`src/sv/ilut_pkg.sv`:
```
// ----------------------------------------------------------------------------
// ilut_pkg
// Widths and codes shared by the interpolating lookup table unit.
// ----------------------------------------------------------------------------
package ilut_pkg;

  localparam int KEY_W      = 16;
  localparam int VALUE_W    = 32;
  localparam int ENTRY_W    = KEY_W + VALUE_W;
  // |(vh - vl) * (q - kl)| stays below 2**48
  localparam int DIVIDEND_W = 49;
  localparam int DIVISOR_W  = 16;
  localparam int STEP_W     = $clog2(DIVIDEND_W);

  typedef enum logic [1:0] {
    REGION_BELOW  = 2'd0,
    REGION_EXACT  = 2'd1,
    REGION_INTERP = 2'd2,
    REGION_ABOVE  = 2'd3
  } region_t;

endpackage

```
`src/sv/ilut_div.sv`:
```
// ----------------------------------------------------------------------------
// ilut_div
// Restoring unsigned divider, one quotient bit per cycle.
// ----------------------------------------------------------------------------
module ilut_div (
  input  logic                             clk,
  input  logic                             rst,
  input  logic                             start,
  input  logic [ilut_pkg::DIVIDEND_W-1:0]  dividend,
  input  logic [ilut_pkg::DIVISOR_W-1:0]   divisor,
  output logic                             done,
  output logic [ilut_pkg::DIVIDEND_W-1:0]  quotient
);

  logic [ilut_pkg::DIVIDEND_W-1:0] acc;
  logic [ilut_pkg::DIVISOR_W-1:0]  rem;
  logic [ilut_pkg::DIVISOR_W-1:0]  dsr;
  logic [ilut_pkg::STEP_W-1:0]     steps;
  logic                            busy;
  logic [ilut_pkg::DIVISOR_W:0]    trial;
  logic [ilut_pkg::DIVISOR_W:0]    diff;
  logic                            fits;

  // shift the next dividend bit into the partial remainder
  assign trial = {rem, acc[ilut_pkg::DIVIDEND_W-1]};
  assign diff  = trial - {1'b0, dsr};
  assign fits  = trial >= {1'b0, dsr};

  always_ff @(posedge clk) begin
    if (rst) begin
      busy <= 1'b0;
      done <= 1'b0;
    end else begin
      done <= busy && !start && (steps == '0);
      if (start) begin
        acc   <= dividend;
        rem   <= '0;
        dsr   <= divisor;
        steps <= ilut_pkg::STEP_W'(ilut_pkg::DIVIDEND_W - 1);
        busy  <= 1'b1;
      end else if (busy) begin
        acc <= {acc[ilut_pkg::DIVIDEND_W-2:0], fits};
        rem <= fits ? diff[ilut_pkg::DIVISOR_W-1:0] : trial[ilut_pkg::DIVISOR_W-1:0];
        if (steps == '0) begin
          busy <= 1'b0;
        end else begin
          steps <= steps - 1'b1;
        end
      end
    end
  end

  assign quotient = acc;

endmodule

```
`config.mk`:
```
export PLATFORM = sky130hd
export DESIGN_NAME = ilut_div
export DESIGN_NICKNAME = d
export VERILOG_FILES = /design/src/sv/ilut_pkg.sv /design/src/sv/ilut_div.sv
export SDC_FILE = /design/constraint.sdc
export NUM_CORES = 1
export LEC_CHECK = 0
export BUFFER_PORTS_ARGS = -buffer_cell sky130_fd_sc_hd__buf_2
export CORE_MARGIN = 3
export CORE_UTILIZATION = 53
export CTS_CLUSTER_SIZE = 10
export DETAILED_ROUTE_END_ITERATION = 16
export MAX_ROUTING_LAYER = met4
export PLACE_DENSITY = 0.78
export SYNTH_ARGS = -nofsm -noshare
export SYNTH_HDL_FRONTEND = slang
export SYNTH_SLANG_ARGS = --single-unit
```
`constraint.sdc`:
```
create_clock -name clk -period 5.3 [get_ports clk]
set_input_delay 0.795 -clock clk [delete_from_list [all_inputs] [get_ports clk]]
set_output_delay 0.795 -clock clk [all_outputs]
set_load 0.01 [all_outputs]
```
# Word level (Yosys, flattened, before mapping)
# Cells that the tools add are included.
[classes] magnitude_cmp=1 n_reduce_logical=8 bitwise_logic=1 n_addsub=2 mux=9 eq_ne=1
[ops] op="$mux 49" count=2
[ops] op="$mux 16" count=2
[ops] op="$ge 17x16->1" count=1
[ops] op="$sub 16x16->16" count=1
[ops] op="$mux 6" count=2
[ops] op="$logic_not 6->1" count=1
[ops] op="$sub 6x1->6 const B" count=1
[ops] op="$reduce_and 2->1" count=2
[ops] op="$mux 1" count=3
[ops] op="$reduce_and 3->1" count=1
[ops] op="$logic_and 1x1->1" count=2
[ops] op="$ne 2x2->1 const B" count=1
[ops] op="$reduce_bool 2->1" count=1
[ops] op="$logic_not 1->1" count=1
[ops] op="$not 1->1" count=1
[totals] output_inout_bits=50 regBits=89 in_bits=68 wordCells=28

# Depth between registers and ports, before layout
# Gate-level depths: netlist of run 1.
[depth] ltp_word=4 mapped_depth=11 mapped_depth_nobuf=10

# Least setup slack after synthesis of run 1
# Ideal clock, no wire load.
[synth_timing] path_kind="input to register" start="in start" end="reg acc, in the netlist quotient[0], enable pin" cell_stages=4 setup_time_ps=488 arrival_time_ps=4229 n_path_buf=2 path_slack_ps=583 required_ps=4812 cell_sequence="buf_1 > clkbuf_1 > nor2_1 > nor2_1"
[synth_via] elab_chain_len=2
[synth_lines] item="from (decl)" line_no="ilut_div.sv:8" text="input logic start,"
[synth_lines] item="$reduce_bool 2->1 (no source line)"
[synth_lines] item="$reduce_and 2->1 (no source line)"
[synth_lines] item="to (signal assigned)" line_no="ilut_div.sv:36" text="acc <= dividend;"
[synth_lines] item="to (signal assigned)" line_no="ilut_div.sv:42" text="acc <= {acc[ilut_pkg::DIVIDEND_W-2:0], fits};"
[synth_lines] item="to (decl)" line_no="ilut_div.sv:15" text="logic [ilut_pkg::DIVIDEND_W-1:0] acc;"
# No other way between the ends.
# A chain may end at the register's enable or synchronous reset.

# Worst setup path in the final report of run 1
[layout_timing] start="reg rem[9] (netlist name)" end="reg rem[6] (netlist name), data pin"
[layout_via] elab_chain_len=3
[layout_lines] item="from (decl)" line_no="ilut_div.sv:16" text="logic [ilut_pkg::DIVISOR_W-1:0] rem;"
[layout_lines] item="from (signal assigned)" line_no="ilut_div.sv:43" text="rem <= fits ? diff[ilut_pkg::DIVISOR_W-1:0] : trial[ilut_pkg::DIVISOR_W-1:0];"
[layout_lines] item="$ge 17x16->1" line_no="ilut_div.sv:27" text="assign fits = trial >= {1'b0, dsr};"
[layout_lines] item="$mux 16" line_no="ilut_div.sv:43"
[layout_lines] item="$mux 16" line_no="ilut_div.sv:41" text="end else if (busy) begin"
# No other way between the ends. The select of a mux whose other input is x is not followed.

==> metrics.yaml, run 1 <==
area_growth_pct: 19.8
rsz0062_at_grt: "no"
drive_gt1_share_pct: 41.6
clk_path_buf_depth: 2
required_ns: 5.38
r2r-start: "rem[9]"
via_per_inst: 5.48
yosysUniqueCellTypes: 48
htreeDepth: 3
synth_area_mm2: 0.00455
crit_start: "rem[9]"
ant_nets: 0
cts_tree: "yes"
finalCritPeriodShare_pct: 52.6
dieWidth_um: 98.7
yosys.area.top_type: "edfxtp_1"
async_flop_share_pct: 0
initial_core_util_pct: 55.1
final_hold_viol_count: 0
clock_skew_ns: 0.00924
dp_hpwl_um: 6910
die_area_mm2: 0.00973
cts_setup_buffers: 0
drtIter0Drc: 197
cp-start-kind: "flop"
leakagePower_nw: 2.27
ys.flop_type: "edfxtp_1"
powerDensity_mw_per_mm2: 333
grt_remaining_overflow: 0
report.final.slew_viol_count: 0
status: "finished clean"
maxCapViolations: 0
ir_drop_mv: 0.207
synth_top_area_share_pct: 57.4
r2r_end: "rem[6]"
synth-seq-cells: 89
dr.pass1.iters: 4
wl_met1_um: 4260
io_buffer_count: 117
coreArea_mm2: 0.00826
tightest_slew_ns: 1.06
reg2reg_slack_ns: 2.51
grt_max_degree: 67
synth_edf_count: 87
grt_pass1_vias: 3315
mostFrequentLayoutCells: "117 x buf_2, 87 x edfxtp_1, 49 x mux2_2, 32 x nor2_1, 24 x inv_1"
die_h_um: 98.7
syn_inst: 342
reg2reg_depth: 8
top_layer: "met4"
diodes: 0
wirelength_um: 9730
final_nets: 548
setup_slack_ns: 2.51
layout.cells.non_filler: 571
place.gp.congestion: 0.851
fp-row-count: 33
critical_path_arrival_ns: 2.87
dp_cells: 555
clock_sinks: 89
met3_length_um: 500
pre_cts_ws_ns: 2.31
cp-end-kind: "flop"
crit_type: "reg -> reg"
ios: 118
cp-endpoint: "rem[6]"
cts_resized: 0
insertion_delay_ns: 0.35
netlist_top_cells_area: "edfxtp_1 57%, mux2_2 12%, ha_1 4.9%"
vias: 3131
grtUsageTotal_pct: 21.5
seq_area_frac_synth_pct: 58.3
finalCriticalPeriod_ns: 2.79
setup_violations: 0
yosys_warnings: 0
max_freq_mhz: 359
wl_per_cell_um: 17.0
hold_path.class: "reg -> reg"
grt_pass1_wl_um: 16100
drc: 0
clockRootBuffer: "clkbuf_8"
relSlewSlack_pct: 29.3
layout.cells.most_common: "buf_2"
wl_met2_um: 4810
setup_tns_ns: 0
ctsHoldBuffers: 0
worst-path-max-fanout: 20
antenna_found_initial: 0
path_clk_slew_ns: 0.09
synth_nets: 429
cts_made_buffers: 9
syn_avg_cell_area_um2: 13.3
-- how the worst min path moves through the flow --
stage / from / endpoint / slack, ns / depth (start not counted)
finish: busy / done / 0.57 / 2
CTS: busy / done / 0.58 / 2
global placement: quotient[32] / quotient[33] / 0.55 / 1
detailed placement: quotient[25] / quotient[26] / 0.56 / 1
floorplan: busy / done / 0.48 / 2
global route: divisor[3] / dsr[3] / 0.59 / 1
-- Yosys cell counts, types with 2 or more instances --
cell type and instances:
o21a_1 2, nor2b_1 2, a31oi_1 2, a211oi_1 2
buf_1 4, and3_1 5, nor3_1 7, o41ai_1 2
nand2_1 12, buf_2 2, a21o_1 2, mux2i_1 9
edfxtp_1 87, nand2b_1 3, ha_1 18, dfxtp_1 2
nand3_1 8, buf_6 2, xor2_1 7, xnor2_1 8
inv_1 24, mux2_2 49, a21oi_1 14, o22ai_1 6
a21boi_0 2, o21ai_0 4, nor2_1 33, clkbuf_1 4
-- worst max-delay path: stages (launching register included) --
cell and delay, ns:
edfxtp_1 0.40, ha_1 0.44, nand4_1 0.17, nor3_2 0.22, a41o_1 0.19, a21oi_1 0.07
a31oi_4 0.67, mux2i_1 0.28, nor2_1 0.06
-- state kept, by name, indices dropped and copies added, names as in the netlist --
name / flops
dsr: 16
steps: 6
busy: 1
rem: 16
quotient: 49
done: 1
-- stage by stage --
stage	hold slack (ns)	utilization, %	instance area (µm²)	power [mW]
after detailed placement	0.559	63.4	5240	1.31
after floorplan	0.485	-	4550	1.20
final	0.568	66.0	5450	1.81
after global routing	0.587	66.0	5450	1.90
after global placement	0.552	63.4	5240	1.29
after CTS	0.579	66.0	5450	1.82
-- final cells by class --
class | instances | area (µm²)
Clock buffer | 9 | 124
Inverter | 24 | 90.1
Fill cell | 628 | 2810
Tap cell | 105 | 131
Multi-Input combinational cell | 217 | 1750
Clock inverter | 7 | 93.8
Sequential cell | 89 | 2650
Timing Repair Buffer | 120 | 608
-- cell families after synthesis --
logic type	share of synthesized area [%]
AO/OA/AOI/OAI	7.92
buffers and inverters	3.35
AND/OR/NAND/NOR	8.06
XOR/XNOR	2.89
adder cells (fa/ha/maj)	5.39
flip-flops	58.3
multiplexers	14.1
-- layer usage --
metal  vias to the layer above  track usage (%)
met5                         -                -
met4                         0             7.35
met3                        16             4.74
met2                       103             33.8
met1                      1506             28.0
li1                       1506                -
-- where the power goes --
| part | total [mW] | internal (mW) | switching (mW) |
|---|---|---|---|
| combinational | 0.412 | 0.182 | 0.230 |
| clock | 0.520 | 0.266 | 0.254 |
| sequential | 0.882 | 0.851 | 0.0308 |
Note: power is estimated with default switching activity, not from simulation.
==> run 2: changes to the inputs <==
Settings changed: CORE_UTILIZATION 53 to 48, PLACE_DENSITY 0.78 to 0.74.
Clock period 5.3 ns to 2.55 ns, I/O delays scaled along.
==> run 2 against run 1 <==
Compared with the run above:
- clock skew increased by 0.0090 ns
- non-clock buffer count increased by 26
- utilization decreased by 1.9 points
- critical path type unchanged
- critical endpoint is now rem[15]
- largest cell class unchanged
- largest power group unchanged
==> metrics.yaml, run 2 (synthesis results as in run 1) <==
critical_path_arrival_ns: 2.54  # -0.33 ns
worst-path-max-fanout: 5  # -75%
area_growth_pct: 26.5
setup_tns_ns: 0  # unchanged
dp_cells: 596  # +7.4%
grt_pass1_wl_um: 15400  # -4.3%
ant_nets: 0  # unchanged
layout.cells.non_filler: 618  # +8.2%
ir_drop_mv: 0.410  # +98%
final_nets: 574  # +4.7%
tightest_slew_ns: 0.589  # -0.468 ns
powerDensity_mw_per_mm2: 684  # +110%
coreArea_mm2: 0.00898  # +8.7%
path_clk_slew_ns: 0.10  # about the same
die_area_mm2: 0.0107  # +9.8%
grt_max_degree: 66  # -1.5%
maxCapViolations: 0  # unchanged
max_freq_mhz: 410  # +14%
vias: 3178  # +1.5%
mostFrequentLayoutCells: "117 x buf_2, 87 x edfxtp_1, 49 x mux2_2, 32 x nor2_1, 27 x buf_4"
cts_tree: "yes"
wl_per_cell_um: 15.7  # -7.9%
hold_path.class: "in -> reg"
drive_gt1_share_pct: 46.7  # +5.1 points
htreeDepth: 3  # unchanged
io_buffer_count: 117  # unchanged
drc: 0  # unchanged
via_per_inst: 5.14  # -6.2%
clock_sinks: 89  # unchanged
post-route-util_pct: 64.1  # -1.9 points
finalCriticalPeriod_ns: 2.44  # -0.352 ns
dp_hpwl_um: 7100  # +2.7%
initial_core_util_pct: 50.7  # -4.4 points
relSlewSlack_pct: 60.7  # +31 points
cp-start-kind: "flop"
grt_pass1_vias: 3220  # -2.9%
drtIter0Drc: 155  # -21%
crit_type: "reg -> reg"
required_ns: 2.66  # -2.72 ns
cts_made_buffers: 9  # unchanged
report.final.slew_viol_count: 0  # unchanged
wirelength_um: 9690  # -0.34%
ctsHoldBuffers: 0  # unchanged
clk_path_buf_depth: 2  # unchanged
clock_skew_ns: 0.0183  # +0.00902 ns
ios: 118  # unchanged
finalCritPeriodShare_pct: 95.5  # +43 points
largest_register_ffs: 49  # unchanged
final_hold_viol_count: 0  # unchanged
leakagePower_nw: 2.42  # +6.6%
dieWidth_um: 103  # +4.8%
status: "finished clean"
die_h_um: 103  # +4.8%
dr.pass1.iters: 4  # unchanged
grt_remaining_overflow: 0  # unchanged
grtUsageTotal_pct: 19.5  # -2.1 points
layout.cells.most_common: "buf_2"
place.gp.congestion: 0.958  # +13%
antenna_found_initial: 0  # unchanged
diodes: 0  # unchanged
rsz0062_at_grt: "no"
setup_violations: 0  # unchanged
insertion_delay_ns: 0.36  # about the same
fp-row-count: 34  # +3.0%
cp-end-kind: "flop"
clockRootBuffer: "clkbuf_8"
[run 2: timing repair]
action,4_1_cts,5_1_grt
buffers inserted,3,3
gates cloned,0,0
pin swaps,2,4
endpoints found under the setup margin,14,16
resized for setup,1,9
[run 2: power by group]
group          total [mW]  switching [mW]  leakage [nW]  internal [mW]
combinational       0.993           0.509          1.46          0.485
clock                1.11           0.545         0.109          0.567
sequential           1.83          0.0621         0.847           1.77
total                3.93            1.12          2.42           2.82
[run 2: metrics by stage]
stage | setup slack [ns] | hold slack, ns | cell area [µm²] | power, mW
floorplan | 0.0327 | 0.481 | 4560 | 2.49
global route | 0.0119 | 0.160 | 5760 | 4.13
detailed placement | -0.124 | 0.516 | 5420 | 2.79
finish | 0.114 | 0.185 | 5760 | 3.93
CTS | 0.0101 | 0.166 | 5690 | 3.94
global placement | -0.00135 | 0.513 | 5420 | 2.76
[run 2: routing by layer]
| metal | global-route usage [%] | part of all wire, % |
|---|---|---|
| met3 | 4.90 | 6.6 |
| met1 | 24.3 | 42 |
| met4 | 7.47 | 2.0 |
| met5 | - | 0 |
| met2 | 30.6 | 50 |
[run 2: path summary, 6_finish.rpt]
check        cells after the start      end  startpoint  slack (ns)
max reg2reg                      8  rem[15]      rem[3]        0.11
min                              1   dsr[2]  divisor[2]        0.19
max                              8  rem[15]      rem[3]        0.11
min reg2reg                      2     done        busy        0.53
[run 2: critical path, stage by stage, from the launching register on]
cell and delay [ns]:
edfxtp_1 0.41, ha_1 0.38, and3_1 0.23, o21ai_2 0.06
nand3_2 0.14, a31o_4 0.30, a211oi_4 0.33, mux2i_1 0.22
a31oi_1 0.11
[run 2: cell type report]
type	count	area, µm²
sequential	89	2650
clock inverter	6	96.3
inverter	24	90.1
clock buffer	10	128
timing repair buffer	146	828
multi-input combinational	217	1800
fill	702	3220
tap	126	158
